[config.mk]
export PLATFORM = sky130hd
export DESIGN_NAME = joystick_frame_to_dual_motor_drive_core
export DESIGN_NICKNAME = d
export VERILOG_FILES = /design/src/sv/jfdm_pkg.sv /design/src/sv/jfdm_front.sv /design/src/sv/jfdm_queue.sv /design/src/sv/jfdm_back.sv /design/src/sv/joystick_frame_to_dual_motor_drive_core.sv
export SDC_FILE = /design/constraint.sdc
export NUM_CORES = 1
export LEC_CHECK = 0
export BUFFER_PORTS_ARGS = -buffer_cell sky130_fd_sc_hd__clkbuf_2
export CAP_MARGIN = 40
export CORE_AREA = 2 2 201 203
export CTS_CLUSTER_DIAMETER = 150
export DETAILED_ROUTE_END_ITERATION = 6
export DIE_AREA = 0 0 203 205
export PLACE_DENSITY = 0.66
export SYNTH_ARGS = -nofsm -noshare
export SYNTH_HDL_FRONTEND = slang
export SYNTH_SLANG_ARGS = --single-unit
[constraint.sdc]
create_clock -name clk -period 22.4 [get_ports clk]
set_input_delay 4.48 -clock clk [delete_from_list [all_inputs] [get_ports clk]]
set_output_delay 4.48 -clock clk [all_outputs]
set_load 0.1 [all_outputs]
[src/sv/jfdm_pkg.sv]
`timescale 1ns / 1ps
// ----------------------------------------------------------------------------
// Joystick drive package
// Shared types and constants for the joystick frame to motor drive block.
// ----------------------------------------------------------------------------
package jfdm_pkg;

    typedef enum logic [2:0] {
        PH_HUNT = 3'd0,
        PH_X_LO = 3'd1,
        PH_X_HI = 3'd2,
        PH_Y_LO = 3'd3,
        PH_Y_HI = 3'd4
    } phase_t;

    typedef struct packed {
        logic [9:0] x;
        logic [9:0] y;
    } frame_t;

    localparam logic CFG_HEADER   = 1'b0;
    localparam logic CFG_DEADBAND = 1'b1;

    localparam logic [7:0] HEADER_RESET   = 8'h11;
    localparam logic [7:0] DEADBAND_RESET = 8'd20;

    localparam logic [9:0] JOY_MAX = 10'd1023;

    // Rounded fixed-point multipliers: 707/1000 over 2^20 and 85/241 over 2^19.
    localparam logic [30:0] MIX_MUL   = 31'd741344;
    localparam int          MIX_SHIFT = 20;
    localparam logic [28:0] MAP_MUL   = 29'd184915;
    localparam int          MAP_SHIFT = 19;

    localparam logic [10:0] MAP_IN  = 11'd723;
    localparam logic [8:0]  MAP_OUT = 9'd255;

endpackage

[src/sv/jfdm_front.sv]
`timescale 1ns / 1ps
// ----------------------------------------------------------------------------
// Joystick frame assembler
// Hunts for the header byte, collects four data bytes and pushes one
// clamped joystick frame per complete frame.
// ----------------------------------------------------------------------------
module jfdm_front
(
    input  logic                clk,
    input  logic                rst_n,
    input  logic [7:0]          header_byte,
    input  logic                byte_valid,
    input  logic [7:0]          byte_data,
    output logic                push,
    output jfdm_pkg::frame_t    push_frame
);

    jfdm_pkg::phase_t phase_reg;
    jfdm_pkg::phase_t phase_next;

    logic [7:0] x_low_reg;
    logic [7:0] x_high_reg;
    logic [7:0] y_low_reg;

    logic [15:0] x_raw;
    logic [15:0] y_raw;

    always_ff @(posedge clk or negedge rst_n)
    begin
        if (!rst_n)
        begin
            phase_reg <= jfdm_pkg::PH_HUNT;
        end
        else
        begin
            phase_reg <= phase_next;
        end
    end

    always_ff @(posedge clk)
    begin
        if (byte_valid && phase_reg == jfdm_pkg::PH_X_LO)
        begin
            x_low_reg <= byte_data;
        end
        if (byte_valid && phase_reg == jfdm_pkg::PH_X_HI)
        begin
            x_high_reg <= byte_data;
        end
        if (byte_valid && phase_reg == jfdm_pkg::PH_Y_LO)
        begin
            y_low_reg <= byte_data;
        end
    end

    always_comb
    begin
        phase_next = phase_reg;
        push       = 1'b0;
        if (byte_valid)
        begin
            case (phase_reg)
                jfdm_pkg::PH_HUNT:
                begin
                    if (byte_data == header_byte)
                    begin
                        phase_next = jfdm_pkg::PH_X_LO;
                    end
                end
                jfdm_pkg::PH_X_LO: phase_next = jfdm_pkg::PH_X_HI;
                jfdm_pkg::PH_X_HI: phase_next = jfdm_pkg::PH_Y_LO;
                jfdm_pkg::PH_Y_LO: phase_next = jfdm_pkg::PH_Y_HI;
                jfdm_pkg::PH_Y_HI:
                begin
                    phase_next = jfdm_pkg::PH_HUNT;
                    push       = 1'b1;
                end
                default: phase_next = jfdm_pkg::PH_HUNT;
            endcase
        end
    end

    assign x_raw = {x_high_reg, x_low_reg};
    assign y_raw = {byte_data, y_low_reg};

    always_comb
    begin
        push_frame.x = (x_raw[15:10] != 6'd0) ? jfdm_pkg::JOY_MAX : x_raw[9:0];
        push_frame.y = (y_raw[15:10] != 6'd0) ? jfdm_pkg::JOY_MAX : y_raw[9:0];
    end

endmodule

[src/sv/jfdm_queue.sv]
`timescale 1ns / 1ps
// ----------------------------------------------------------------------------
// Frame queue
// Small first-in first-out buffer of joystick frames between the frame
// assembler and the mixing pipeline.
// ----------------------------------------------------------------------------
module jfdm_queue
#(
    parameter int DEPTH = 2
)
(
    input  logic                clk,
    input  logic                rst_n,
    input  logic                push,
    input  jfdm_pkg::frame_t    push_frame,
    output logic                full,
    output logic                pop_valid,
    input  logic                pop_ready,
    output jfdm_pkg::frame_t    pop_frame
);

    localparam int PTR_W = $clog2(DEPTH);
    localparam int CNT_W = $clog2(DEPTH + 1);

    jfdm_pkg::frame_t mem [DEPTH];

    logic [PTR_W-1:0] wr_ptr_reg;
    logic [PTR_W-1:0] rd_ptr_reg;
    logic [CNT_W-1:0] count_reg;
    logic [PTR_W-1:0] wr_ptr_next;
    logic [PTR_W-1:0] rd_ptr_next;
    logic [CNT_W-1:0] count_next;
    logic             do_push;
    logic             do_pop;

    assign full      = (count_reg == CNT_W'(DEPTH));
    assign pop_valid = (count_reg != '0);
    assign do_push   = push && !full;
    assign do_pop    = pop_valid && pop_ready;
    assign pop_frame = mem[rd_ptr_reg];

    always_comb
    begin
        wr_ptr_next = wr_ptr_reg;
        rd_ptr_next = rd_ptr_reg;
        count_next  = count_reg;
        if (do_push)
        begin
            wr_ptr_next = (wr_ptr_reg == PTR_W'(DEPTH - 1)) ? '0 : wr_ptr_reg + 1'b1;
        end
        if (do_pop)
        begin
            rd_ptr_next = (rd_ptr_reg == PTR_W'(DEPTH - 1)) ? '0 : rd_ptr_reg + 1'b1;
        end
        if (do_push && !do_pop)
        begin
            count_next = count_reg + 1'b1;
        end
        else if (do_pop && !do_push)
        begin
            count_next = count_reg - 1'b1;
        end
    end

    always_ff @(posedge clk or negedge rst_n)
    begin
        if (!rst_n)
        begin
            wr_ptr_reg <= '0;
            rd_ptr_reg <= '0;
            count_reg  <= '0;
        end
        else
        begin
            wr_ptr_reg <= wr_ptr_next;
            rd_ptr_reg <= rd_ptr_next;
            count_reg  <= count_next;
        end
    end

    always_ff @(posedge clk)
    begin
        if (do_push)
        begin
            mem[wr_ptr_reg] <= push_frame;
        end
    end

endmodule

[src/sv/jfdm_back.sv]
`timescale 1ns / 1ps
// ----------------------------------------------------------------------------
// Differential drive mixer
// Three-stage pipeline: mix and scale, map to the duty range, then apply
// the deadband into the output register.
// ----------------------------------------------------------------------------
module jfdm_back
(
    input  logic                clk,
    input  logic                rst_n,
    input  logic [7:0]          deadband,
    input  logic                frame_valid,
    output logic                frame_ready,
    input  jfdm_pkg::frame_t    frame,
    output logic                out_valid,
    input  logic                out_ready,
    output logic [7:0]          duty_a,
    output logic                forward_a,
    output logic [7:0]          duty_b,
    output logic                forward_b
);

    logic        s1_valid_reg;
    logic        s2_valid_reg;
    logic        out_valid_reg;
    logic        s1_adv;
    logic        s2_adv;
    logic        out_adv;

    logic signed [11:0] sum_a;
    logic signed [11:0] sum_b;
    logic [10:0]        mag_a;
    logic [10:0]        mag_b;

    logic        s1_neg_a_reg;
    logic        s1_neg_b_reg;
    logic [30:0] s1_prod_a_reg;
    logic [30:0] s1_prod_b_reg;

    logic [9:0]  mix_a;
    logic [9:0]  mix_b;
    logic [10:0] map_in_a;
    logic [10:0] map_in_b;

    logic [28:0] s2_prod_a_reg;
    logic [28:0] s2_prod_b_reg;

    logic [8:0]  q_a;
    logic [8:0]  q_b;
    logic [7:0]  spd_a;
    logic [7:0]  spd_b;
    logic        dead_a;
    logic        dead_b;

    logic [7:0]  duty_a_reg;
    logic [7:0]  duty_b_reg;
    logic        forward_a_reg;
    logic        forward_b_reg;

    assign out_adv     = !out_valid_reg || out_ready;
    assign s2_adv      = !s2_valid_reg || out_adv;
    assign s1_adv      = !s1_valid_reg || s2_adv;
    assign frame_ready = s1_adv;

    always_ff @(posedge clk or negedge rst_n)
    begin
        if (!rst_n)
        begin
            s1_valid_reg  <= 1'b0;
            s2_valid_reg  <= 1'b0;
            out_valid_reg <= 1'b0;
        end
        else
        begin
            if (s1_adv)
            begin
                s1_valid_reg <= frame_valid;
            end
            if (s2_adv)
            begin
                s2_valid_reg <= s1_valid_reg;
            end
            if (out_adv)
            begin
                out_valid_reg <= s2_valid_reg;
            end
        end
    end

    // a + b reduces to x - y, and b - a to 1024 - x - y.
    always_comb
    begin
        sum_a = $signed({2'b00, frame.x}) - $signed({2'b00, frame.y});
        sum_b = 12'sd1024 - $signed({2'b00, frame.x}) - $signed({2'b00, frame.y});
        mag_a = sum_a[11] ? 11'(-sum_a) : sum_a[10:0];
        mag_b = sum_b[11] ? 11'(-sum_b) : sum_b[10:0];
    end

    always_ff @(posedge clk)
    begin
        if (s1_adv)
        begin
            s1_neg_a_reg  <= sum_a[11];
            s1_neg_b_reg  <= sum_b[11];
            s1_prod_a_reg <= 31'(mag_a) * jfdm_pkg::MIX_MUL;
            s1_prod_b_reg <= 31'(mag_b) * jfdm_pkg::MIX_MUL;
        end
    end

    always_comb
    begin
        mix_a    = 10'(s1_prod_a_reg >> jfdm_pkg::MIX_SHIFT);
        mix_b    = 10'(s1_prod_b_reg >> jfdm_pkg::MIX_SHIFT);
        map_in_a = s1_neg_a_reg ? jfdm_pkg::MAP_IN - 11'(mix_a) : jfdm_pkg::MAP_IN + 11'(mix_a);
        map_in_b = s1_neg_b_reg ? jfdm_pkg::MAP_IN - 11'(mix_b) : jfdm_pkg::MAP_IN + 11'(mix_b);
    end

    always_ff @(posedge clk)
    begin
        if (s2_adv)
        begin
            s2_prod_a_reg <= 29'(map_in_a) * jfdm_pkg::MAP_MUL;
            s2_prod_b_reg <= 29'(map_in_b) * jfdm_pkg::MAP_MUL;
        end
    end

    always_comb
    begin
        q_a    = 9'(s2_prod_a_reg >> jfdm_pkg::MAP_SHIFT);
        q_b    = 9'(s2_prod_b_reg >> jfdm_pkg::MAP_SHIFT);
        spd_a  = (q_a >= jfdm_pkg::MAP_OUT) ? 8'(q_a - jfdm_pkg::MAP_OUT)
                                            : 8'(jfdm_pkg::MAP_OUT - q_a);
        spd_b  = (q_b >= jfdm_pkg::MAP_OUT) ? 8'(q_b - jfdm_pkg::MAP_OUT)
                                            : 8'(jfdm_pkg::MAP_OUT - q_b);
        dead_a = (spd_a < deadband);
        dead_b = (spd_b < deadband);
    end

    always_ff @(posedge clk)
    begin
        if (out_adv)
        begin
            duty_a_reg    <= dead_a ? 8'd0 : spd_a;
            duty_b_reg    <= dead_b ? 8'd0 : spd_b;
            forward_a_reg <= (q_a > jfdm_pkg::MAP_OUT) && !dead_a;
            forward_b_reg <= (q_b > jfdm_pkg::MAP_OUT) && !dead_b;
        end
    end

    assign out_valid = out_valid_reg;
    assign duty_a    = duty_a_reg;
    assign duty_b    = duty_b_reg;
    assign forward_a = forward_a_reg;
    assign forward_b = forward_b_reg;

endmodule

[src/sv/joystick_frame_to_dual_motor_drive_core.sv]
`timescale 1ns / 1ps
// ----------------------------------------------------------------------------
// Joystick frame to dual motor drive
// Receives serial bytes, assembles joystick frames behind a header byte and
// mixes them into duty and direction for two motors.
//
// The input channel takes one received byte per item on in_valid/in_ready.
// A frame is the header byte followed by x low, x high, y low and y high.
// The output channel gives one item per complete frame on out_valid/out_ready:
// duty and forward flag for each motor. Bytes that do not end a frame give
// no output item.
// One byte is accepted every cycle while in_ready is high. The result of a
// frame passes through the frame queue and then the three pipeline stages
// of the mixer before it appears on the output channel.
// When the receiver stalls, the mixer pipeline and the frame queue fill up;
// in_ready then drops until a result is taken.
// Reset empties the pipeline and the queue, restarts the header hunt and
// loads the header byte 0x11 and deadband 20. cfg_write with cfg_index
// selects which register takes cfg_data.
// ----------------------------------------------------------------------------
module joystick_frame_to_dual_motor_drive_core
#(
    parameter int QUEUE_DEPTH = 2
)
(
    input  logic        clk,
    input  logic        rst_n,
    input  logic        cfg_write,
    input  logic        cfg_index,
    input  logic [7:0]  cfg_data,
    input  logic        in_valid,
    output logic        in_ready,
    input  logic [7:0]  rx_byte,
    output logic        out_valid,
    input  logic        out_ready,
    output logic [7:0]  duty_a,
    output logic        forward_a,
    output logic [7:0]  duty_b,
    output logic        forward_b
);

    logic [7:0] header_reg;
    logic [7:0] deadband_reg;

    logic             queue_full;
    logic             push;
    jfdm_pkg::frame_t push_frame;
    logic             pop_valid;
    logic             pop_ready;
    jfdm_pkg::frame_t pop_frame;

    always_ff @(posedge clk or negedge rst_n)
    begin
        if (!rst_n)
        begin
            header_reg   <= jfdm_pkg::HEADER_RESET;
            deadband_reg <= jfdm_pkg::DEADBAND_RESET;
        end
        else if (cfg_write)
        begin
            case (cfg_index)
                jfdm_pkg::CFG_HEADER:   header_reg   <= cfg_data;
                jfdm_pkg::CFG_DEADBAND: deadband_reg <= cfg_data;
                default: ;
            endcase
        end
    end

    assign in_ready = !queue_full;

    jfdm_front u_front
    (
        .clk         (clk),
        .rst_n       (rst_n),
        .header_byte (header_reg),
        .byte_valid  (in_valid && in_ready),
        .byte_data   (rx_byte),
        .push        (push),
        .push_frame  (push_frame)
    );

    jfdm_queue #(
        .DEPTH (QUEUE_DEPTH)
    ) u_queue
    (
        .clk        (clk),
        .rst_n      (rst_n),
        .push       (push),
        .push_frame (push_frame),
        .full       (queue_full),
        .pop_valid  (pop_valid),
        .pop_ready  (pop_ready),
        .pop_frame  (pop_frame)
    );

    jfdm_back u_back
    (
        .clk         (clk),
        .rst_n       (rst_n),
        .deadband    (deadband_reg),
        .frame_valid (pop_valid),
        .frame_ready (pop_ready),
        .frame       (pop_frame),
        .out_valid   (out_valid),
        .out_ready   (out_ready),
        .duty_a      (duty_a),
        .forward_a   (forward_a),
        .duty_b      (duty_b),
        .forward_b   (forward_b)
    );

endmodule
Word-level counts from Yosys, hierarchy flattened
Memory sizes are Yosys's and may differ from the RTL's. Index checks and enable logic that the tools add are counted.

Memories kept: 1. Register bits: 176. RAM bits: 40. Output and inout port bits: 20.

Memory list: u_queue.mem (depth 2, bits a word 20, rd ports 1, clocked after Yosys merged registers in 0, write ports 1, line jfdm_queue.sv:25) `jfdm_pkg::frame_t mem [DEPTH];`.

Multiply operators: 4. Equal/unequal tests: 7. $lt $le $gt $ge: 6. Bitwise gates (word level): 1. Add/subtract/negate cells: 17. Multiplexer cells: 18. Reduce and logical (&&, ||, !) cells: 29.

Operator list (number): 11-bit by 18-bit multiplier with 28-bit output (second input constant) (2); 11-bit by 15-bit multiplier with 25-bit output (second input constant) (2); 11-bit 2-to-1 mux (4); 10-bit by 10-bit adder with 11-bit output (first input constant) (2); 11-bit negator (2); 10-bit by 10-bit subtractor with 11-bit output (first input constant) (2); 10-bit 2-to-1 mux (2); 9-bit by 8-bit >= comparator with 1-bit output (second input constant) (2); 9-bit by 8-bit > comparator with 1-bit output (second input constant) (2); 8-bit less-than comparator (2); 8-bit 2-to-1 mux (2); 8-bit subtractor (first input constant) (2); 8-bit subtractor (second input constant) (2); 3-bit case mux with 4 select lines (1); 6-bit nonzero test (2); 11-bit by 10-bit subtractor with 12-bit output (first input constant) (1); 12-bit by 11-bit subtractor with 12-bit output (1); 10-bit by 10-bit subtractor with 11-bit output (1); 1-bit logical AND (10); 8-bit equality test (1); 1-bit zero test (8); 3-bit by 2-bit equality test with 1-bit output (second input constant) (2); 1-bit 2-to-1 mux (6); 2-bit AND reduction (3); 13 further kinds (18).

Longest topological paths before layout
Gate-level depths: netlist (run 1).

Depth after elaboration: 9. Mapped depth: 34. Mapped depth without buffers: 32.

By module
From an unflattened synthesis (run 1), not the netlist that was laid out.

Cell total of the unflattened synthesis: 1837. Area total of the unflattened synthesis: 19511.2 um2.

Modules (own cells, without submodules): jfdm_back (sequential area each 1816.7 um2, area an instance 15999.1 um2, instances 1, cells an instance 1641); jfdm_queue (sequential area each 1301.2 um2, area an instance 1727.9 um2, instances 1, cells an instance 81); jfdm_front (sequential area each 795.8 um2, area an instance 1127.3 um2, instances 1, cells an instance 78); joystick_frame_to_dual_motor_drive_core (sequential area each 405.4 um2, area an instance 656.9 um2, instances 1, cells an instance 37).

Worst setup path after synthesis (run 1)
OpenSTA, ideal clock, no wires.

Path type: register to register. Start: register u_queue.rd_ptr_reg. End: register u_back.s1_prod_b_reg[29], data pin. Required time: 22.264 ns. Buffers on the path: 2. Path slack: 13.837 ns. Data arrival time: 8.427 ns. Clock period less this slack: 8.563 ns. Stages on the path, launching flop included: 30. Setup time: 0.136 ns. Cell sequence: dfrtp_1 buf_1 mux2i_1 ha_1 ha_1 fa_1 a21o_1 a21oi_1 o21ai_0 o41ai_1 o31a_1 buf_4 o31ai_1 xnor2_1 fa_1 fa_1 inv_1 fa_1 inv_1 fa_1 fa_1 inv_1 ha_1 and4_1 a221o_1 o21a_1 o211ai_1 a311oi_1 or4_1 nand3_1.

RTL lines: start, declared (line jfdm_queue.sv:28) `logic [PTR_W-1:0] rd_ptr_reg;`; start signal, assigned (line jfdm_queue.sv:76) `rd_ptr_reg <= rd_ptr_next;`; memory 2 x 20 bit (*); 11-bit by 10-bit subtractor with 12-bit output (line jfdm_back.sv:94) `sum_b = 12'sd1024 - $signed({2'b00, frame.x}) - $signed({2'b00, frame.y});`; 12-bit by 11-bit subtractor with 12-bit output (*) (line jfdm_back.sv:94); via u_back.sum_b[11] (line jfdm_back.sv:31) `logic signed [11:0] sum_b;`; 11-bit 2-to-1 mux (*) (line jfdm_back.sv:96) `mag_b = sum_b[11] ? 11'(-sum_b) : sum_b[10:0];`; 11-bit by 15-bit multiplier with 25-bit output (*) (line jfdm_back.sv:106) `s1_prod_b_reg <= 31'(mag_b) * jfdm_pkg::MIX_MUL;`; end signal, assigned (line jfdm_back.sv:106); end, declared (line jfdm_back.sv:38) `logic [30:0] s1_prod_b_reg;`.

Mark *: on every way through the listed nets, which the timed path passes. The rest lies on a longest branch. A chain may end at the register's enable or synchronous reset.

Worst setup path in the final report (run 1)
Start: register u_queue.rd_ptr_reg. End: register u_back.s1_prod_b_reg[29], data pin.

Longest elaborated chain between the ends: 6.

Ends and longest elaborated chain (line): memory 2 x 20 bit (*); 11-bit by 10-bit subtractor with 12-bit output (jfdm_back.sv:94); 12-bit by 11-bit subtractor with 12-bit output (*) (jfdm_back.sv:94); 11-bit negator (jfdm_back.sv:96); 11-bit 2-to-1 mux (*) (jfdm_back.sv:96); 11-bit by 15-bit multiplier with 25-bit output (*) (jfdm_back.sv:106).

Mark *: on every way between the ends. The rest lies on a longest branch, timed or not.

==> qor.yml, run 1 <==
yosys:
  synth-edff-count: 122
  avgSynthCellArea_um2: 10.4
  synth.cell_area_um2: 19600
  synth-async-reset-ratio_pct: 17.6
  ys_seq_elements: 148
  synth_cell_types: 74
  yosys_warnings: 0
  yosysSeqAreaShare_pct: 22.0
  ys.flop_type: "edfxtp_1"
  ys_top_cells_by_area: "ha_1 (26%), fa_1 (20%), edfxtp_1 (19%)"
  synth_top_area_share_pct: 25.9
  postSynthCellCount: 1886
  syn_nets: 2510
  synth_top_area_cell: "ha_1"
placement:
  place.gp.congestion: 0.915
  dp_slack_ps: 13240
  io_buffers: 41
  dp_cells: 2456
  dpl.hpwl_mm: 33.4
worst_hold_path:
  min_path_type: "reg2reg"
  hold_path_end: "u_back.s2_valid_reg$_DFFE_PN0P_"
  holdPathStages: 1
  hold_start: "u_back.s1_valid_reg$_DFFE_PN0N_"
critical_path:
  critPathBufInv: 3
  critPathLaunchType: "register"
  crit_path_end_kind: "register"
  cp.required_ps: 22680
  r2r_slack_ps: 13180
  crit_arrival_ps: 9500
  worstRegToRegCells: 27
  r2r_start: "u_queue.rd_ptr_reg$_DFFE_PN0P_"
  critPathKind: "reg2reg"
  slowest_delay_ps: 650
  r2r_end: "u_back.s1_prod_b_reg[29]$_DFFE_PN_"
  cp_max_fo: 12
  crit_slowest_cell: "dfrtp_1"
  crit_top_cell: "fa_1"
  critPathTopFamily: "adder cells"
clock_tree:
  clock_path_buffers: 2
  ctsHoldBuffers: 0
  clk_latency_ps: 430
  cts_tree: "done"
  numCtsBuffers: 17
  cts_root_buf: "clkbuf_16"
  cts.repair.resized: 0
  postCtsSetupBuffers: 0
  htree_levels: 4
  cts_sinks: 148
  cts.clk_slew.worst_paths_ps: 70
finish:
  largest_reg_flops: 40
  layout.cells.non_filler: 2488
  final_cell_mix: "inv_1 (444), ha_1 (405), fa_1 (197)"
  layout_commonest_cell: "inv_1"
  syn2layout_area_growth_pct: 7.88
  nets: 2574
  antenna_cells: 0
  layout-drive-gt1-share_pct: 7.44
floorplanning:
  initial_core_util_pct: 49.8
  die_h_um: 205
  coreArea_um2: 39400
  die_w_um: 203
  die-area_um2: 41600
  rows: 73
  ios: 42
grt:
  grt_pass1_vias: 13581
  overflow: 0
  grt_max_degree: 27
  grt_antenna_before_repair: 0
  grt_usage_pct: 19.8
  grt_pass1_wl_mm: 66.0
route:
  drt-initial-drc-count: 677
  vias: 12856
  totalWireLength_mm: 39.0
  drc: 0
  ant_nets: 0
  wl_per_cell_um: 15.7
  first_pass_iters: 5
  vias_per_cell: 5.17
timing:
  worst_pin_slew_ps: 898
  fmax_mhz: 108
  hold_violations: 0
  fin_crit_sh_pct: 41.2
  tns_ps: 0
  rsz0062_at_grt: "false"
  fin_skew_ps: 20.6
  fin_ws_ps: 13180
  finalCriticalPeriod_ps: 9220
  maxSlewViolCount: 0
  setup_violations: 0
  maxSlewHeadroom_pct: 40.0
flow_run:
  cap_violations: 0
run_status:
  status: "complete, no violations"
-- worst max path at each step --
stage / cells past startpoint / endpoint / slack, ps / from
global route: 27 / u_back.s1_prod_b_reg[28]$_DFFE_PN_ / 12630 / u_queue.rd_ptr_reg$_DFFE_PN0P_
CTS: 27 / u_back.s1_prod_b_reg[29]$_DFFE_PN_ / 13190 / u_queue.rd_ptr_reg$_DFFE_PN0P_
finish: 27 / u_back.s1_prod_b_reg[29]$_DFFE_PN_ / 13180 / u_queue.rd_ptr_reg$_DFFE_PN0P_
detailed placement: 27 / u_back.s1_prod_b_reg[29]$_DFFE_PN_ / 13240 / u_queue.rd_ptr_reg$_DFFE_PN0P_
global placement: 27 / u_back.s1_prod_b_reg[29]$_DFFE_PN_ / 12930 / u_queue.rd_ptr_reg$_DFFE_PN0P_
floorplan: 29 / u_back.s1_prod_b_reg[29]$_DFFE_PN_ / 13840 / u_queue.rd_ptr_reg$_DFFE_PN0P_
-- stage by stage --
stage	utilization (%)	hold WS, ps	instance area, um^2
3_3_place_gp	52.0	450	20500
5_1_grt	53.7	498	21100
2_1_floorplan	-	436	19600
3_5_place_dp	52.2	458	20600
6_report	53.7	475	21100
4_1_cts	53.7	478	21100
-- cell usage after synthesis (6+ instances only) --
| cell | n |
|---|---|
| a211oi_1 | 6 |
| o21a_1 | 21 |
| edfxtp_1 | 122 |
| nor3_1 | 24 |
| nand2_1 | 44 |
| and4_1 | 7 |
| nand2b_1 | 14 |
| a21o_1 | 27 |
| mux2i_1 | 23 |
| xnor2_1 | 82 |
| fa_1 | 197 |
| or2_2 | 27 |
| nor2b_1 | 12 |
| nand3_1 | 13 |
| nor2_1 | 73 |
| a21oi_1 | 67 |
| ha_1 | 405 |
| xor2_1 | 45 |
| mux2_2 | 19 |
| and2_1 | 18 |
| inv_1 | 444 |
| and3_1 | 9 |
| o21ai_0 | 48 |
| nor4_1 | 9 |
| a31oi_1 | 8 |
| nand4_1 | 8 |
| dfrtp_1 | 22 |
-- cells by family after synthesis --
| logic type | after synthesis | share of synthesized area (%) |
|---|---|---|
| xor gates and xnor gates | 127 | 5.68 |
| AOI/OAI and AO/OA | 233 | 7.77 |
| muxes | 42 | 2.27 |
| DFF | 148 | 22.0 |
| and+or+nand+nor | 281 | 7.57 |
| buffers and inverters | 453 | 8.70 |
| adders and majority gates | 602 | 46.0 |
-- layout make-up --
type / instances / area, um^2
clock buffers: 18 / 429
clock inverters: 14 / 160
fillers: 3403 / 18200
inverters: 445 / 1670
multi-input cells: 1285 / 13600
flip-flops and latches: 148 / 4320
well taps: 525 / 657
repair buffers: 53 / 333
-- worst register-to-register path, delay by kind of cell (launching register included) --
family | cells | cell delay [ps]
adder cells (fa/ha/maj) | 9 | 3940
multiplexers | 1 | 440
buffers and inverters | 3 | 150
XOR/XNOR | 1 | 570
flip-flops | 1 | 650
AO/OA/AOI/OAI | 10 | 2570
AND/OR/NAND/NOR | 3 | 740
-- per-layer routing --
metal,routed length [um],track usage (%)
met4,699,4.77
met5,0,0
met1,18600,27.0
met3,1150,2.32
met2,18600,33.9
Power of run 1 is left out: the tool's default activity adds up to more than one toggle a clock period on the data nets, which glitch-free logic cannot reach.
==> run 2: changes to the inputs <==
- PLACE_DENSITY: 0.66 -> 0.68
- clock period: 22.4 -> 8.3 ns (I/O delays scaled with it)
==> qor.yml, run 2 (synthesized netlist as in run 1, its figures left out) <==
run_status:
  status: "complete, no violations"
finish:
  multiInputGateArea_um2: 14100
  layout_commonest_cell: "inv_1"
  nets: 2646
  final_cell_mix: "inv_1 (437), ha_1 (389), fa_1 (189)"
  fillCellCount: 3274
  fin_util_pct: 56.6
  layout-drive-gt1-share_pct: 14.5
  register_area_um2: 4320
  antenna_cells: 0
  largest_reg_flops: 40
  syn2layout_area_growth_pct: 13.6
timing:
  fmax_mhz: 123
  maxSlewHeadroom_pct: 37.7
  fin_crit_sh_pct: 97.7
  hold_violations: 0
  setup_violations: 0
  finalCriticalPeriod_ps: 8110
  worst_pin_slew_ps: 932
  maxSlewViolCount: 0
  fin_skew_ps: 11.9
clock_tree:
  numCtsBuffers: 17
  cts.clk_slew.worst_paths_ps: 80
  htree_levels: 4
  cts_sinks: 148
  clk_latency_ps: 450
  cts_root_buf: "clkbuf_16"
  clock_path_buffers: 2
  cts_tree: "done"
grt:
  grt_max_degree: 27
  grt_antenna_before_repair: 0
  grt_usage_pct: 20.3
  grt_pass1_wl_mm: 67.1
  overflow: 0
  grt_pass1_vias: 13697
critical_path:
  critPathKind: "reg2reg"
  cp_max_fo: 4
  slowest_delay_ps: 550
  crit_path_end_kind: "register"
  crit_top_cell: "fa_2"
  crit_slowest_cell: "fa_2"
  critPathLaunchType: "register"
  cp.required_ps: 8610
  startpoint: "u_queue.rd_ptr_reg$_DFFE_PN0P_"
  crit_arrival_ps: 8420
  r2r_start: "u_queue.rd_ptr_reg$_DFFE_PN0P_"
route:
  totalWireLength_mm: 41.1
  wl_per_cell_um: 16.1
  vias: 13186
  vias_per_cell: 5.15
  drt-initial-drc-count: 760
  first_pass_iters: 5
  ant_nets: 0
  drc: 0
floorplanning:
  coreArea_um2: 39400
  rows: 73
  die-area_um2: 41600
  initial_core_util_pct: 49.8
  die_h_um: 205
  die_w_um: 203
  ios: 42
worst_hold_path:
  min_path_type: "reg2reg"
  hold_start: "u_back.s1_valid_reg$_DFFE_PN0N_"
flow_run:
  cap_violations: 0
placement:
  dpl.hpwl_mm: 34.3
  io_buffers: 41
  place.gp.congestion: 0.913
run 2: through the flow:
stage          area (um^2)  TNS, ps  setup slack [ps]  hold WS, ps  std cells
6_report             22300        0               188          483       2560
2_1_floorplan        19600        0              31.1          436       1886
3_5_place_dp         20900     -142             -66.5          467       2504
5_1_grt              22300     -190              -114          508       2560
3_3_place_gp         20900        0               130          448       2502
4_1_cts              21600        0             0.291          488       2538
run 2: path summary, 6_finish.rpt:
kind                                                 endpoint  slack (ps)  cells past startpoint
max                        u_back.s1_prod_b_reg[29]$_DFFE_PN_         190                     29
max in group asynchronous      u_queue.rd_ptr_reg$_DFFE_PN0P_        6630                      1
max reg2reg                u_back.s1_prod_b_reg[29]$_DFFE_PN_         190                     29
min reg2reg                   u_back.s2_valid_reg$_DFFE_PN0P_         480                      1
min in group asynchronous         deadband_reg[6]$_DFFE_PN0P_        1220                      1
min                           u_back.s2_valid_reg$_DFFE_PN0P_         480                      1
run 2: layer usage:
| layer | track usage (%) | part of all wire [%] | up-vias |
|---|---|---|---|
| li1 | - | - | 6535 |
| met1 | 27.7 | 47 | 6461 |
| met2 | 35.1 | 49 | 162 |
| met3 | 2.24 | 2.6 | 28 |
| met4 | 4.14 | 1.2 | 0 |
| met5 | 0 | 0 | - |
run 2: final cells by class:
type / instances / area share, %
Tap cell: 525 / 2.95
Timing Repair Buffer: 125 / 4.06
Inverter: 445 / 7.50
Multi-Input combinational cell: 1285 / 63.3
Clock inverter: 15 / 0.893
Clock buffer: 17 / 1.91
Sequential cell: 148 / 19.4
run 2: critical path: cells and delay by family, from the launching register on:
family / cells / cell delay (ps)
fa+ha+maj: 9 / 3510
compound gates: 8 / 1840
simple gates: 5 / 1250
flops: 1 / 470
mux: 1 / 340
buf+inv: 4 / 330
xor+xnor: 2 / 210
run 2: what timing repair did:
action,in CTS,in global routing
hold buffers,0,0
setup buffers,2,20
endpoints found under the setup margin,3,17
resized for setup,5,99
pin swaps,4,48
cloned,0,2
Power of run 2 is left out for the same reason.
